$ cat src/rtl/aet_pkg.sv
// Shared constants, token codes and the queue entry type of the expression tokenizer.
package aet_pkg;

  // Longest number that is kept, in characters.
  localparam int MAX_NUMBER_CHARS = 15;
  // Width of the internal row and column counters.
  localparam int POSITION_BITS = 16;
  // Depth of the queue between the lexer front and the token back end.
  localparam int QUEUE_DEPTH = 4;
  localparam int QPTR_W = (QUEUE_DEPTH > 1) ? $clog2(QUEUE_DEPTH) : 1;
  localparam int QCNT_W = $clog2(QUEUE_DEPTH + 1);

  // Fixed widths of the token fields.
  localparam int KIND_W = 4;
  localparam int OUT_POS_W = 16;
  localparam int TEXT_W = 60;
  localparam int LEN_W = 4;
  localparam int ERR_W = 2;
  localparam int CHAR_W = 8;

  typedef logic [KIND_W-1:0] kind_t;
  typedef logic [ERR_W-1:0] err_t;
  typedef logic [POSITION_BITS-1:0] pos_t;

  // Token kinds.
  localparam kind_t KIND_INT = 4'd0;
  localparam kind_t KIND_FLOAT = 4'd1;
  localparam kind_t KIND_ADD = 4'd2;
  localparam kind_t KIND_SUB = 4'd3;
  localparam kind_t KIND_MUL = 4'd4;
  localparam kind_t KIND_DIV = 4'd5;
  localparam kind_t KIND_MOD = 4'd6;
  localparam kind_t KIND_POW = 4'd7;
  localparam kind_t KIND_LPAREN = 4'd8;
  localparam kind_t KIND_RPAREN = 4'd9;
  localparam kind_t KIND_END = 4'd10;
  localparam kind_t KIND_ERROR = 4'd11;

  // Error codes.
  localparam err_t ERR_NONE = 2'd0;
  localparam err_t ERR_BAD_CHAR = 2'd1;
  localparam err_t ERR_DOTS = 2'd2;
  localparam err_t ERR_TOO_LONG = 2'd3;

  // Work for one input character: an optional finished number followed by an
  // optional further token. Both share the position fields.
  typedef struct packed {
    logic has_num;
    logic num_float;
    logic [TEXT_W-1:0] text;
    logic [LEN_W-1:0] len;
    logic has_tok;
    kind_t tok_kind;
    logic [OUT_POS_W-1:0] row;
    logic [OUT_POS_W-1:0] col;
    err_t err;
    logic [CHAR_W-1:0] bad;
  } entry_t;

endpackage

$ cat src/rtl/aet_front.sv
// Lexer front end: accepts characters, tracks position and number state, builds queue entries.
module aet_front (
  input  logic clk,
  input  logic rst,
  input  logic char_valid,
  input  logic char_stall,
  input  logic [aet_pkg::CHAR_W-1:0] char_code,
  output logic push,
  output aet_pkg::entry_t push_entry
);

  localparam int NIDX_W = (aet_pkg::MAX_NUMBER_CHARS > 1) ?
                          $clog2(aet_pkg::MAX_NUMBER_CHARS) : 1;

  localparam logic [7:0] CH_NUL = 8'h00;
  localparam logic [7:0] CH_TAB = 8'h09;
  localparam logic [7:0] CH_LF = 8'h0A;
  localparam logic [7:0] CH_SPACE = 8'h20;
  localparam logic [7:0] CH_PERCENT = 8'h25;
  localparam logic [7:0] CH_LPAREN = 8'h28;
  localparam logic [7:0] CH_RPAREN = 8'h29;
  localparam logic [7:0] CH_STAR = 8'h2A;
  localparam logic [7:0] CH_PLUS = 8'h2B;
  localparam logic [7:0] CH_MINUS = 8'h2D;
  localparam logic [7:0] CH_DOT = 8'h2E;
  localparam logic [7:0] CH_SLASH = 8'h2F;
  localparam logic [7:0] CH_ZERO = 8'h30;
  localparam logic [7:0] CH_NINE = 8'h39;
  localparam logic [7:0] CH_CARET = 8'h5E;
  localparam logic [3:0] DOT_CODE = 4'd10;

  typedef logic [aet_pkg::MAX_NUMBER_CHARS-1:0][3:0] digits_t;

  // Increment that sticks at the top of the counter range.
  function automatic aet_pkg::pos_t sat_inc(input aet_pkg::pos_t v);
    return (v == '1) ? v : v + aet_pkg::pos_t'(1);
  endfunction

  // Operator characters: valid flag and token kind.
  function automatic logic [aet_pkg::KIND_W:0] op_lookup(input logic [7:0] c);
    logic [aet_pkg::KIND_W:0] r;
    case (c)
      CH_PLUS: r = {1'b1, aet_pkg::KIND_ADD};
      CH_MINUS: r = {1'b1, aet_pkg::KIND_SUB};
      CH_STAR: r = {1'b1, aet_pkg::KIND_MUL};
      CH_SLASH: r = {1'b1, aet_pkg::KIND_DIV};
      CH_PERCENT: r = {1'b1, aet_pkg::KIND_MOD};
      CH_CARET: r = {1'b1, aet_pkg::KIND_POW};
      CH_LPAREN: r = {1'b1, aet_pkg::KIND_LPAREN};
      CH_RPAREN: r = {1'b1, aet_pkg::KIND_RPAREN};
      default: r = '0;
    endcase
    return r;
  endfunction

  aet_pkg::pos_t line_count, line_count_next;
  aet_pkg::pos_t column_count, column_count_next;
  logic previous_was_newline, previous_was_newline_next;
  logic inside_number, inside_number_next;
  logic dot_seen, dot_seen_next;
  logic [aet_pkg::LEN_W-1:0] digits_held, digits_held_next;
  digits_t digit_buffer, digit_buffer_next;
  aet_pkg::pos_t number_start_row, number_start_row_next;
  aet_pkg::pos_t number_start_column, number_start_column_next;
  logic halted_on_error, halted_on_error_next;

  logic accept;
  logic is_dig;
  logic is_dot;
  logic is_space;
  logic restart;
  logic [aet_pkg::KIND_W:0] op_info;
  logic [3:0] char_nibble;
  aet_pkg::entry_t entry;

  assign accept = char_valid && !char_stall;
  assign is_dig = (char_code >= CH_ZERO) && (char_code <= CH_NINE);
  assign is_dot = (char_code == CH_DOT);
  assign is_space = (char_code == CH_SPACE) || (char_code == CH_TAB) || (char_code == CH_LF);
  assign op_info = op_lookup(char_code);
  assign char_nibble = is_dot ? DOT_CODE : char_code[3:0];

  // Classification of one character and the next lexer state.
  always_comb begin
    line_count_next = line_count;
    column_count_next = column_count;
    inside_number_next = inside_number;
    dot_seen_next = dot_seen;
    digits_held_next = digits_held;
    digit_buffer_next = digit_buffer;
    number_start_row_next = number_start_row;
    number_start_column_next = number_start_column;
    halted_on_error_next = halted_on_error;
    restart = 1'b0;
    entry = '0;

    if (previous_was_newline) begin
      line_count_next = sat_inc(line_count);
      column_count_next = aet_pkg::pos_t'(1);
    end else begin
      column_count_next = sat_inc(column_count);
    end
    previous_was_newline_next = (char_code == CH_LF);
    entry.row = aet_pkg::OUT_POS_W'(line_count_next);
    entry.col = aet_pkg::OUT_POS_W'(column_count_next);

    if (halted_on_error) begin
      // Everything but the end of text is dropped after an error.
      if (char_code == CH_NUL) begin
        entry.has_tok = 1'b1;
        entry.tok_kind = aet_pkg::KIND_END;
        restart = 1'b1;
      end
    end else if (inside_number && (is_dig || is_dot)) begin
      if (is_dot && dot_seen) begin
        entry.has_tok = 1'b1;
        entry.tok_kind = aet_pkg::KIND_ERROR;
        entry.err = aet_pkg::ERR_DOTS;
        entry.row = aet_pkg::OUT_POS_W'(number_start_row);
        entry.col = aet_pkg::OUT_POS_W'(number_start_column);
        halted_on_error_next = 1'b1;
        inside_number_next = 1'b0;
        dot_seen_next = 1'b0;
        digits_held_next = '0;
        digit_buffer_next = '0;
      end else if (digits_held >= aet_pkg::LEN_W'(aet_pkg::MAX_NUMBER_CHARS)) begin
        entry.has_tok = 1'b1;
        entry.tok_kind = aet_pkg::KIND_ERROR;
        entry.err = aet_pkg::ERR_TOO_LONG;
        entry.row = aet_pkg::OUT_POS_W'(number_start_row);
        entry.col = aet_pkg::OUT_POS_W'(number_start_column);
        halted_on_error_next = 1'b1;
        inside_number_next = 1'b0;
        dot_seen_next = 1'b0;
        digits_held_next = '0;
        digit_buffer_next = '0;
      end else begin
        digit_buffer_next[digits_held[NIDX_W-1:0]] = char_nibble;
        digits_held_next = digits_held + aet_pkg::LEN_W'(1);
        if (is_dot) begin
          dot_seen_next = 1'b1;
        end
      end
    end else begin
      // A character that ends a number releases it before being handled itself.
      if (inside_number) begin
        entry.has_num = 1'b1;
        entry.num_float = dot_seen;
        entry.text = aet_pkg::TEXT_W'(digit_buffer);
        entry.len = digits_held;
        inside_number_next = 1'b0;
        dot_seen_next = 1'b0;
        digits_held_next = '0;
        digit_buffer_next = '0;
      end
      if (char_code == CH_NUL) begin
        entry.has_tok = 1'b1;
        entry.tok_kind = aet_pkg::KIND_END;
        restart = 1'b1;
      end else if (is_space) begin
        entry.has_tok = 1'b0;
      end else if (op_info[aet_pkg::KIND_W]) begin
        entry.has_tok = 1'b1;
        entry.tok_kind = op_info[aet_pkg::KIND_W-1:0];
      end else if (is_dig) begin
        inside_number_next = 1'b1;
        dot_seen_next = 1'b0;
        digits_held_next = aet_pkg::LEN_W'(1);
        digit_buffer_next = '0;
        digit_buffer_next[0] = char_nibble;
        number_start_row_next = line_count_next;
        number_start_column_next = column_count_next;
      end else begin
        entry.has_tok = 1'b1;
        entry.tok_kind = aet_pkg::KIND_ERROR;
        entry.err = aet_pkg::ERR_BAD_CHAR;
        entry.bad = char_code;
        halted_on_error_next = 1'b1;
      end
    end

    // End of text returns the lexer to its reset state.
    if (restart) begin
      line_count_next = aet_pkg::pos_t'(1);
      column_count_next = '0;
      previous_was_newline_next = 1'b0;
      inside_number_next = 1'b0;
      dot_seen_next = 1'b0;
      digits_held_next = '0;
      digit_buffer_next = '0;
      number_start_row_next = aet_pkg::pos_t'(1);
      number_start_column_next = aet_pkg::pos_t'(1);
      halted_on_error_next = 1'b0;
    end
  end

  assign push = accept && (entry.has_num || entry.has_tok);
  assign push_entry = entry;

  // Lexer state advances on every character transfer.
  always_ff @(posedge clk) begin
    if (rst) begin
      line_count <= aet_pkg::pos_t'(1);
      column_count <= '0;
      previous_was_newline <= 1'b0;
      inside_number <= 1'b0;
      dot_seen <= 1'b0;
      digits_held <= '0;
      digit_buffer <= '0;
      number_start_row <= aet_pkg::pos_t'(1);
      number_start_column <= aet_pkg::pos_t'(1);
      halted_on_error <= 1'b0;
    end else if (accept) begin
      line_count <= line_count_next;
      column_count <= column_count_next;
      previous_was_newline <= previous_was_newline_next;
      inside_number <= inside_number_next;
      dot_seen <= dot_seen_next;
      digits_held <= digits_held_next;
      digit_buffer <= digit_buffer_next;
      number_start_row <= number_start_row_next;
      number_start_column <= number_start_column_next;
      halted_on_error <= halted_on_error_next;
    end
  end

  // A halted lexer never holds a partial number.
  assert property (@(posedge clk) disable iff (rst) halted_on_error |-> !inside_number)
    else $error("aet_front: number held while halted");

endmodule

$ cat src/rtl/aet_queue.sv
// Short queue of lexer entries between the front end and the token back end.
module aet_queue (
  input  logic clk,
  input  logic rst,
  input  logic push,
  input  aet_pkg::entry_t push_entry,
  input  logic pop,
  output logic full,
  output logic head_valid,
  output aet_pkg::entry_t head_entry
);

  aet_pkg::entry_t slots [aet_pkg::QUEUE_DEPTH];
  logic [aet_pkg::QPTR_W-1:0] wr_ptr;
  logic [aet_pkg::QPTR_W-1:0] rd_ptr;
  logic [aet_pkg::QCNT_W-1:0] count;

  assign full = (count == aet_pkg::QCNT_W'(aet_pkg::QUEUE_DEPTH));
  assign head_valid = (count != '0);
  assign head_entry = slots[rd_ptr];

  // Entry storage.
  always_ff @(posedge clk) begin
    if (push) begin
      slots[wr_ptr] <= push_entry;
    end
  end

  // Pointers and fill count.
  always_ff @(posedge clk) begin
    if (rst) begin
      wr_ptr <= '0;
      rd_ptr <= '0;
      count <= '0;
    end else begin
      if (push) begin
        wr_ptr <= (wr_ptr == aet_pkg::QPTR_W'(aet_pkg::QUEUE_DEPTH - 1)) ?
                  '0 : wr_ptr + aet_pkg::QPTR_W'(1);
      end
      if (pop) begin
        rd_ptr <= (rd_ptr == aet_pkg::QPTR_W'(aet_pkg::QUEUE_DEPTH - 1)) ?
                  '0 : rd_ptr + aet_pkg::QPTR_W'(1);
      end
      count <= count + aet_pkg::QCNT_W'(push) - aet_pkg::QCNT_W'(pop);
    end
  end

  // Never read past the last entry, never write over an unread one.
  assert property (@(posedge clk) disable iff (rst) pop |-> head_valid)
    else $error("aet_queue: pop from empty queue");
  assert property (@(posedge clk) disable iff (rst) push |-> !full)
    else $error("aet_queue: push into full queue");

endmodule

$ cat src/rtl/aet_back.sv
// Token back end: turns queue entries into one or two output tokens through an output register.
module aet_back (
  input  logic clk,
  input  logic rst,
  input  logic head_valid,
  input  aet_pkg::entry_t head_entry,
  output logic pop,
  output logic token_valid,
  input  logic token_stall,
  output aet_pkg::kind_t token_kind,
  output logic [aet_pkg::OUT_POS_W-1:0] token_row,
  output logic [aet_pkg::OUT_POS_W-1:0] token_column,
  output logic [aet_pkg::TEXT_W-1:0] number_text,
  output logic [aet_pkg::LEN_W-1:0] number_length,
  output aet_pkg::err_t error_code,
  output logic [aet_pkg::CHAR_W-1:0] bad_character,
  output logic last_of_run
);

  logic phase;
  logic load;
  logic take;
  logic second;

  // The output register loads when empty or when its token is transferred.
  assign load = !token_valid || !token_stall;
  assign take = load && head_valid;
  assign second = phase || !head_entry.has_num;
  assign pop = take && (second || !head_entry.has_tok);

  // Output valid and the number-then-token phase.
  always_ff @(posedge clk) begin
    if (rst) begin
      token_valid <= 1'b0;
      phase <= 1'b0;
    end else if (load) begin
      token_valid <= head_valid;
      if (take) begin
        phase <= !second && head_entry.has_tok;
      end
    end
  end

  // Token payload.
  always_ff @(posedge clk) begin
    if (take) begin
      token_row <= head_entry.row;
      token_column <= head_entry.col;
      if (!second) begin
        token_kind <= head_entry.num_float ? aet_pkg::KIND_FLOAT : aet_pkg::KIND_INT;
        number_text <= head_entry.text;
        number_length <= head_entry.len;
        error_code <= aet_pkg::ERR_NONE;
        bad_character <= '0;
        last_of_run <= !head_entry.has_tok;
      end else begin
        token_kind <= head_entry.tok_kind;
        number_text <= '0;
        number_length <= '0;
        error_code <= head_entry.err;
        bad_character <= head_entry.bad;
        last_of_run <= 1'b1;
      end
    end
  end

  // The second token of a pair is always ready straight after the first.
  assert property (@(posedge clk) disable iff (rst)
    (token_valid && !token_stall && !last_of_run) |=> token_valid)
    else $error("aet_back: gap inside a token pair");
  // While the pair is split, its entry stays at the queue head.
  assert property (@(posedge clk) disable iff (rst) phase |-> head_valid)
    else $error("aet_back: pending second token without entry");

endmodule

$ cat src/rtl/arithmetic_expression_tokenizer.sv
// An accepted character's entry passes through the queue and then the output register.
// One character per cycle unless the queue is full; a character giving a number and
// a token yields two tokens, absorbed by the entry queue between front and back end.
// The lexer front end updates position and number state on each accepted character.
// Reset (rst, synchronous) returns to row 1, column 0, empties the queue and output.
// Top level of the arithmetic expression tokenizer.
module arithmetic_expression_tokenizer (
  input  logic clk,
  input  logic rst,
  input  logic char_valid,
  output logic char_stall,
  input  logic [aet_pkg::CHAR_W-1:0] char_code,
  output logic token_valid,
  input  logic token_stall,
  output logic [aet_pkg::KIND_W-1:0] token_kind,
  output logic [aet_pkg::OUT_POS_W-1:0] token_row,
  output logic [aet_pkg::OUT_POS_W-1:0] token_column,
  output logic [aet_pkg::TEXT_W-1:0] number_text,
  output logic [aet_pkg::LEN_W-1:0] number_length,
  output logic [aet_pkg::ERR_W-1:0] error_code,
  output logic [aet_pkg::CHAR_W-1:0] bad_character,
  output logic last_of_run
);

  logic push;
  aet_pkg::entry_t push_entry;
  logic pop;
  logic full;
  logic head_valid;
  aet_pkg::entry_t head_entry;

  // Characters wait only when the queue is full.
  assign char_stall = full;

  aet_front u_front (
    .clk(clk),
    .rst(rst),
    .char_valid(char_valid),
    .char_stall(char_stall),
    .char_code(char_code),
    .push(push),
    .push_entry(push_entry)
  );

  aet_queue u_queue (
    .clk(clk),
    .rst(rst),
    .push(push),
    .push_entry(push_entry),
    .pop(pop),
    .full(full),
    .head_valid(head_valid),
    .head_entry(head_entry)
  );

  aet_back u_back (
    .clk(clk),
    .rst(rst),
    .head_valid(head_valid),
    .head_entry(head_entry),
    .pop(pop),
    .token_valid(token_valid),
    .token_stall(token_stall),
    .token_kind(token_kind),
    .token_row(token_row),
    .token_column(token_column),
    .number_text(number_text),
    .number_length(number_length),
    .error_code(error_code),
    .bad_character(bad_character),
    .last_of_run(last_of_run)
  );

endmodule

$ cat config.mk
export PLATFORM = sky130hd
export DESIGN_NAME = arithmetic_expression_tokenizer
export DESIGN_NICKNAME = d
export VERILOG_FILES = /design/src/rtl/aet_pkg.sv /design/src/rtl/aet_front.sv /design/src/rtl/aet_queue.sv /design/src/rtl/aet_back.sv /design/src/rtl/arithmetic_expression_tokenizer.sv
export SDC_FILE = /design/constraint.sdc
export NUM_CORES = 1
export LEC_CHECK = 0
export ABC_AREA = 1
export BUFFER_PORTS_ARGS = -buffer_cell sky130_fd_sc_hd__buf_4
export CELL_PAD_IN_SITES_DETAIL_PLACEMENT = 0
export CELL_PAD_IN_SITES_GLOBAL_PLACEMENT = 1
export CORE_ASPECT_RATIO = 2
export CORE_MARGIN = 4
export CORE_UTILIZATION = 36
export DETAILED_ROUTE_END_ITERATION = 10
export PLACE_DENSITY = 0.6
export SLEW_MARGIN = 10
export SYNTH_ARGS = -nofsm -noshare
export SYNTH_HDL_FRONTEND = slang
export SYNTH_HIERARCHICAL = 1
export SYNTH_SLANG_ARGS = --single-unit
$ cat constraint.sdc
create_clock -name clk -period 5.9 [get_ports clk]
set_input_delay 0.59 -clock clk [delete_from_list [all_inputs] [get_ports clk]]
set_output_delay 0.59 -clock clk [all_outputs]
set_load 0.05 [all_outputs]
# After elaboration in Yosys (flattened, before gate mapping)

Memory sizes are Yosys's and may differ from the RTL's. A register that Yosys moved wholly into a read port is not among the register bits.
Index checks and enable logic that the tools add are counted.

Output and inout port bits: 113
Memories: 1
Bits in registers: 252
Input port bits: 12
Bits in writable memories: 452

Memories:

| name          | words | bits a word | read ports | clocked after memory_dff | wr ports | line            | source |
|---|---|---|---|---|---|---|---|
| u_queue.slots | 4     | 113         | 1          | 1                        | 1        | aet_queue.sv:13 | `aet_pkg::entry_t slots [aet_pkg::QUEUE_DEPTH];` |

$lt $le $gt $ge: 5
Reduce and logical (&&, ||, !) cells: 30
Add/sub/neg operators: 7
Eq/ne operators: 24
Multiplexer cells: 107

Operators with widths:

| operator                | number |
|---|---|
| $mux W60                | 10 |
| $mux W16                | 20 |
| $mux W66                | 3 |
| $mux W39                | 2 |
| $eq A8 B6 Y1 const B    | 9 |
| $bwmux W60              | 1 |
| $mux W4                 | 14 |
| $mux W42                | 1 |
| $pmux W5 S8             | 1 |
| $mux W1                 | 37 |
| $add A16 B1 Y16 const B | 2 |
| $eq A16 B16 Y1 const B  | 2 |
| $mux W32                | 1 |
| $mux W10                | 3 |
| $mux W5                 | 6 |
| $demux W4 S4            | 1 |
| $eq A8 B4 Y1 const B    | 2 |
| $mux W2                 | 5 |
| $logic_and A1 B1 Y1     | 9 |
| $mux W9                 | 1 |
| $eq A8 B7 Y1 const B    | 1 |
| $ge A8 B6 Y1 const B    | 1 |
| $le A8 B6 Y1 const B    | 1 |
| $logic_not A8 Y1        | 1 |
| other kinds (21)        | 39 |

# Logic depth before layout (Yosys ltp)

Gate-level depths: netlist of the first run.

Depth in word-level cells: 12
Depth in mapped cells: 21
Gate-level depth less buffers: 19

# Modules after synthesis

The synthesis of the first run kept the hierarchy.

By module, submodules not included:

| module    | area an instance (um^2) | instances | cells each |
|---|---|---|---|
| aet_queue | 18,173.7                | 1         | 1,377 |
| aet_front | 9,422.8                 | 1         | 1,615 |
| aet_back  | 4,530.6                 | 1         | 293 |

# Worst setup path after synthesis of the first run

No wires, ideal clock.

Path type: input-to-reg
Start point: in char_code[0] (netlist bit)
End point: mem u_queue/slots[3][0] (netlist bit) (enable)
Setup time: 467 ps
Arrival: 4,324 ps
Stages: 16
Path buffers: 3
Slack: 1,109 ps
Cell sequence: buf_2 inv_4 nand2_1 nor2_4 nand3_2 nand2_4 nor2_8 buf_12 nor2_2 o21ai_2 nand3_1 nand2_1 inv_1 buf_2 nand2_1 inv_1

Word-level cells in the longest chain between the ends: 12

Ends and longest elaborated chain:

| element                                      | line                                  | source |
|---|---|---|
| start: declaration                           | arithmetic_expression_tokenizer.sv:12 | `input logic [aet_pkg::CHAR_W-1:0] char_code,` |
| $ge A8 B6 Y1 or $le A8 B6 Y1 (tied branches) | aet_front.sv:77                       | `assign is_dig = (char_code >= CH_ZERO) && (char_code <= CH_NINE);` |
| $logic_and A1 B1 Y1                          | aet_front.sv:77                       |  |
| $mux W5                                      | aet_front.sv:165                      | `end else if (is_dig) begin` |
| $mux W5                                      | aet_front.sv:162                      | `end else if (op_info[aet_pkg::KIND_W]) begin` |
| $mux W1                                      | aet_front.sv:160                      | `end else if (is_space) begin` |
| $mux W5                                      | aet_front.sv:156                      | `if (char_code == CH_NUL) begin` |
| $mux W5                                      | aet_front.sv:114                      | `end else if (inside_number && (is_dig \|\| is_dot)) begin` |
| $mux W5                                      | aet_front.sv:107                      | `if (halted_on_error) begin` |
| $logic_or A1 B1 Y1 (*)                       | aet_front.sv:197                      | `assign push = accept && (entry.has_num \|\| entry.has_tok);` |
| $logic_and A1 B1 Y1 (*)                      | aet_front.sv:197                      |  |
| named net push                               | arithmetic_expression_tokenizer.sv:25 | `logic push;` |
| $mux W1 (*)                                  | aet_queue.sv:24                       | `if (push) begin` |
| $mux W1 (not written as such) (*)            | aet_queue.sv:25                       | `slots[wr_ptr] <= push_entry;` |
| end: declaration                             | aet_queue.sv:13                       |  |

The timed path passes the listed nets; every way through them passes the cells marked *.

==> results of run 1 <==
-- state kept, by name, summed over array words and instances (netlist names), 8 cells and up, named ones only --
| register | count |
|---|---|
| u_front/line_count | 16 |
| u_back/number_text | 60 |
| u_front/number_start_column | 16 |
| u_front/digit_buffer | 60 |
| u_back/token_row | 16 |
| u_back/bad_character | 8 |
| u_front/number_start_row | 16 |
| u_back/token_column | 16 |
| u_front/column_count | 16 |
| u_queue/slots | 452 |
-- final timing paths --
kind	startpoint	to
max	flip-flop	u_queue/count[2]
min reg2reg	u_front/number_start_row[2]	u_front/number_start_row[2]
min	token_stall	u_back/token_valid
max reg2reg	flip-flop	u_queue/count[2]
-- final cells by class --
type | instances | area (um^2)
Sequential cell | 706 | 19800
Timing Repair Buffer | 160 | 1360
Tap cell | 1170 | 1460
Inverter | 502 | 1910
Antenna cell | 1 | 2.50
Multi-Input combinational cell | 1899 | 9400
Clock inverter | 34 | 375
Clock buffer | 89 | 1870
Fill cell | 8796 | 52100
-- worst register-to-register path, cell delays in order, from the launching register on --
cell,delay (ns)
dfxtp_4,0.76
buf_12,0.50
o211ai_1,0.61
nand2_1,0.13
inv_1,0.04
nor2_1,0.44
nor2_1,0.19
ha_1,0.33
inv_1,0.06
ha_1,0.13
inv_1,0.06
fa_1,0.39
inv_1,0.08
nand3_1,0.08
nand2_1,0.07
nor2_1,0.04
-- synthesized netlist by cell type, drive strengths merged (48+ instances only) --
cell    instances
a21oi         225
buf           120
clkbuf         58
dfxtp         143
edfxtp        563
inv           500
nand2         664
nand3         183
nor2          373
nor3           48
o211ai        117
o21ai         229
-- power breakdown --
group          switching, mW  total, mW  internal [mW]
Combinational           4.02       5.43           1.41
Sequential             0.375       6.90           6.53
Clock                   1.92       4.45           2.53
Total                   6.31       16.8           10.5
-- metal layers --
metal  vias to the layer above  routed length (um)  track usage [%]
met2                       378               46700             34.5
li1                      10900                   -                -
met1                     10700               31600             19.1
met3                       125                2750             2.64
met5                         -                   0                0
met4                         0                3230             7.07
-- kinds of logic (layout without fill, tap and decap cells) --
| kind of cell | count (synthesis) | count (layout) |
|---|---|---|
| compound gates | 577 | 577 |
| xor+xnor | 13 | 13 |
| fa+ha+maj | 14 | 14 |
| buf+inv | 680 | 785 |
| flops | 706 | 706 |
| other cells | 0 | 1 |
| simple gates | 1295 | 1295 |
-- stage by stage --
step	utilization [%]	total power [mW]	instances	instance area, um^2
2_1_floorplan	-	11.1	3285	32100
3_3_place_gp	38.4	12.5	4437	33900
3_5_place_dp	38.4	12.6	4437	33900
4_1_cts	41.0	17.1	4560	36200
5_1_grt	41.0	17.7	4560	36200
6_report	41.0	16.8	4561	36200
==> results.txt, run 1 <==
remaining global-route overflow: 0
global router's overall resource usage: 17.8%
clock slew at reported path FFs: 0.06 ns
Synth Area in XOR/XNOR: 0.354%
root buffer cell: clkbuf_16
Yosys top cell area share: 52.6%
yosys warns: 6
worst min path class: input pin to flip-flop
layout cells sized above 1: 11.6%
critical path's top delay family: simple AND/OR/NAND/NOR gates
Core Box Area: 88200 um^2
number of flops mapped to enable cells by yosys: 563
Final Skew: 0.0314 ns
final period utilization: 68.2%
setup violators final: 0
drt wl/cell: 18.5 um
pre-CTS setup slack: 1.64 ns
hpwl dp: 56000 um
buffers added on ports: 124
RSZ-0062 raised after global routing: no
H-Tree Depth: 3
vias per cell: 4.85
# hold bufs at CTS: 0
Placer Congestion: 0.857
initial detailed-routing violation count: 1159
commonest cells after routing, fill and taps aside: nand2_1, edfxtp_1, inv_1
Max VDD drop: 278 uV
MaxCap Viol Count: 0
reg2reg path depth: 15
clk buf depth: 3
Die W: 219 um
DR vias: 22100
Post-CTS Resized: 0
first-pass GRT wire length: 129000 um
cts bufs inserted: 67
Initial Util: 36.4%
ys async rst share: 0%
crit path cell chain: buf_12, o211ai_1, nand2_1, inv_1, nor2_1, nor2_1, ha_1, inv_1, ha_1, inv_1, fa_1, inv_1, nand3_1, nand2_1, nor2_1
max_slew headroom: 23.2%
Slew Viols, Final: 0
crit path time final: 4.03 ns
Clock Sinks: 706
Static Leak: 14.2 nW
setup slack after layout: 1.87 ns
initial antenna violation count: 1
WP depth: 15
post-synthesis sequential element count: 706
1st-pass router iterations: 7
Setup Buffers After CTS: 0
Detail Route Antenna Nets: 0
Arrival @ worst endpoint: 4.55 ns
Syn-to-layout area delta: 12.6%
largest net degree at the start of global routing: 187
Area contributors post-synth: edfxtp_1, dfxtp_1, nand2_1
complex-gate fraction of the synthesized area: 10.4%
final net count: 3362
hold depth: 3
Buf/Inv on CP: 5
Worst path slowest cell: dfxtp_4
Residual DRC: 0
most frequent CP cell: inv_1
Rows: 154
crit path kind: flip-flop to flip-flop
synth unique cells: 45
final hold violations: 0
R2R Setup Slk: 1.87 ns
PwrDens: 464 nW/um^2
CP required: 6.43 ns
fraction of the mapped netlist area in simple logic gates: 17.8%
die area: 94400 um^2
Max stage delay on crit path: 0.76 ns
fmax: 0.248 GHz
Avg Synthesized Cell Area: 9.78 um^2
Adder-Cell Fraction of Synth Area: 0.569%
IO Count: 125
share of synthesized area spent on multiplexers: 0%
Setup crit end kind: flip-flop
Mapped Cells: 3285
vias in the first global route: 22300
Synth Cell Area: 32100 um^2
later-pin clock latency in the skew report: 0.65 ns
Worst Path Max Fanout: 170
WHS: 0.380 ns
Yosys top cell by area: edfxtp_1
Slew @ Worst Pin: 1.15 ns
setup TNS: 0 ns
most common cell after layout, fill and taps aside: nand2_1
CTS tree: done
post-synthesis sequential area ratio: 61.5%
Setup crit start kind: flip-flop
outcome: finished clean
Syn Nets: 3311
final wirelength: 84300 um
largest family of logic cells by synthesized area: simple AND/OR/NAND/NOR gates
top_reg_cell synth: edfxtp_1
Die H: 430 um
Note: power is estimated with default switching activity, not from simulation.
==> run 2: changes to the inputs <==
- clock period: 5.9 -> 4.1 ns (I/O delays scaled with it)
==> run 2 against run 1 <==
  * Combinational power grew 45%
  * Sequential power increased by 42%
  * Register-to-register slack worse by 1.1 ns
  * Design area grew 0.29%
  * Clock power is 44% higher
  * Non-clock buffer count is 18 higher
  * Worst setup slack worse by 1.1 ns
  * Final cell count up 0.42%
  * Critical path type unchanged
  * Critical endpoint is now u_queue/slots[2][82]
  * Largest cell class unchanged
  * Largest power group unchanged
  * Highest routed layer unchanged
==> results.txt, run 2 (same netlist as run 1, synthesis figures left out) <==
cts bufs inserted: 67 (unchanged)
PwrDens: 663 nW/um^2 (+43%)
Setup Buffers After CTS: 0 (unchanged)
combinational power share: 32.6% (+0.2 points)
DR vias: 22100 (+0.14%)
CTS tree: done
Sw Share: 37.4% (-0.20 points)
Die W: 219 um (unchanged)
Clock Sinks: 706 (unchanged)
Core Box Area: 88200 um^2 (unchanged)
number of flip-flops in the largest register: 452 (unchanged)
max_slew headroom: 33.4% (+10 points)
RSZ-0062 raised after global routing: no
Worst Path Max Fanout: 33 (-81%)
later-pin clock latency in the skew report: 0.64 ns (about the same)
initial antenna violation count: 2 (+1)
MaxCap Viol Count: 0 (unchanged)
clk buf depth: 3 (unchanged)
Setup crit start kind: flip-flop
worst min path class: input pin to flip-flop
switching power: 9.00 mW (+43%)
die area: 94400 um^2 (unchanged)
fillcell total: 8663 (-1.5%)
internal power: 15.1 mW (+44%)
Slew @ Worst Pin: 0.989 ns (-0.163 ns)
most flop-heavy register: u_queue/slots
first-pass GRT wire length: 127000 um (-1.9%)
Post-CTS Resized: 0 (unchanged)
Clock power frac: 26.6% (about the same)
H-Tree Depth: 3 (unchanged)
remaining global-route overflow: 0 (unchanged)
Arrival @ worst endpoint: 3.60 ns (-0.95 ns)
drt wl/cell: 18.2 um (-1.5%)
buffers added on ports: 124 (unchanged)
final net count: 3380 (+0.54%)
final wirelength: 83400 um (-1.1%)
Final Skew: 0.0190 ns (-0.0124 ns)
IO Count: 125 (unchanged)
1st-pass router iterations: 5 (-2)
Detail Route Antenna Nets: 0 (unchanged)
CP required: 4.41 ns (-2.02 ns)
setup TNS: 0 ns (unchanged)
Rows: 154 (unchanged)
commonest cells after routing, fill and taps aside: nand2_1, edfxtp_1, inv_1
final period utilization: 80.4% (+12 points)
setup slack after layout: 0.802 ns (-1.07 ns)
clock slew at reported path FFs: 0.07 ns (about the same)
hpwl dp: 54500 um (-2.7%)
largest net degree at the start of global routing: 109 (-42%)
root buffer cell: clkbuf_16
crit path time final: 3.30 ns (-0.729 ns)
# hold bufs at CTS: 0 (unchanged)
Residual DRC: 0 (unchanged)
setup violators final: 0 (unchanged)
global router's overall resource usage: 17.5% (-0.34 points)
Die H: 430 um (unchanged)
Initial Util: 36.4% (unchanged)
fmax: 0.303 GHz (+22%)
outcome: finished clean
Syn-to-layout area delta: 12.9%
initial detailed-routing violation count: 1147 (-1.0%)
layout cells sized above 1: 12.1% (+0.47 points)
area of the multi-input gates: 9400 um^2 (about the same)
crit path kind: flip-flop to flip-flop
Static Leak: 14.2 nW (+0.25%)
Max VDD drop: 487 uV (+75%)
Placer Congestion: 0.839 (-2.1%)
vias in the first global route: 21900 (-2.1%)
Slew Viols, Final: 0 (unchanged)
final hold violations: 0 (unchanged)
top flop regs: u_queue/slots (452), u_back/number_text (60), u_front/digit_buffer (60)
vias per cell: 4.84 (-0.27%)
most common cell after layout, fill and taps aside: nand2_1
sequential share of power: 40.8% (-0.3 points)
sequential cell area: 19800 um^2 (unchanged)
Setup crit end kind: flip-flop
pre-CTS setup slack: 0.755 ns (-0.889 ns)
## run 2: cell type report
type / count / share of cell area, %
clock inverters: 39 / 1.11
inverters: 502 / 5.29
clock buffers: 84 / 5.12
diodes: 2 / 0.0138
flip-flops and latches: 706 / 54.5
multi-input cells: 1899 / 25.9
repair buffers: 178 / 3.99
well taps: 1170 / 4.04
## run 2: final timing paths
check                                      end  cells after the start  slack, ns                    startpoint
hold reg to reg   u_front/number_start_row[13]                      2       0.46  u_front/number_start_row[13]
setup / recovery          u_queue/slots[2][82]                     14       0.80        u_front/digits_held[1]
hold / removal              u_back/token_valid                      3       0.11                   token_stall
setup reg to reg          u_queue/slots[2][82]                     14       0.80        u_front/digits_held[1]
## run 2: metal layers
layer  wire (um)  global-route usage [%]  up-vias
li1            -                       -    11000
met1       31100                    18.4    10600
met2       45800                    33.7      414
met3        3100                    2.98      131
met4        3380                    7.19        0
met5           0                       0        -
## run 2: through the flow
step / cells / hold slack (ns) / util, % / power, mW / instance area, um^2
3_5_place_dp: 4455 / 0.457 / 38.5 / 18.0 / 34000
4_1_cts: 4578 / 0.0784 / 41.1 / 24.5 / 36300
6_report: 4580 / 0.112 / 41.1 / 24.1 / 36300
5_1_grt: 4578 / 0.0953 / 41.1 / 25.4 / 36300
2_1_floorplan: 3285 / 0.441 / - / 15.9 / 32100
3_3_place_gp: 4455 / 0.452 / 38.5 / 17.9 / 34000
## run 2: critical path, stage by stage (launching register included)
cell	delay [ns]
dfxtp_1	0.44
ha_1	0.23
inv_1	0.09
nor2_2	0.32
inv_1	0.19
nand2_4	0.17
nor2_8	0.05
nor2_2	0.10
o21ai_2	0.09
nand3_1	0.08
nand2_1	0.05
inv_1	0.22
nand2_1	0.13
clkinvlp_4	0.45
buf_12	0.31
## run 2: power by group through the flow
stage | registers, mW | clock network (mW) | logic, mW
3_5_place_dp | 9.97 | 0 | 8.06
5_1_grt | 9.92 | 6.89 | 8.59
3_3_place_gp | 9.94 | 0 | 8.01
4_1_cts | 9.83 | 6.63 | 8.08
2_1_floorplan | 12.0 | 0 | 3.93
6_report | 9.81 | 6.40 | 7.85
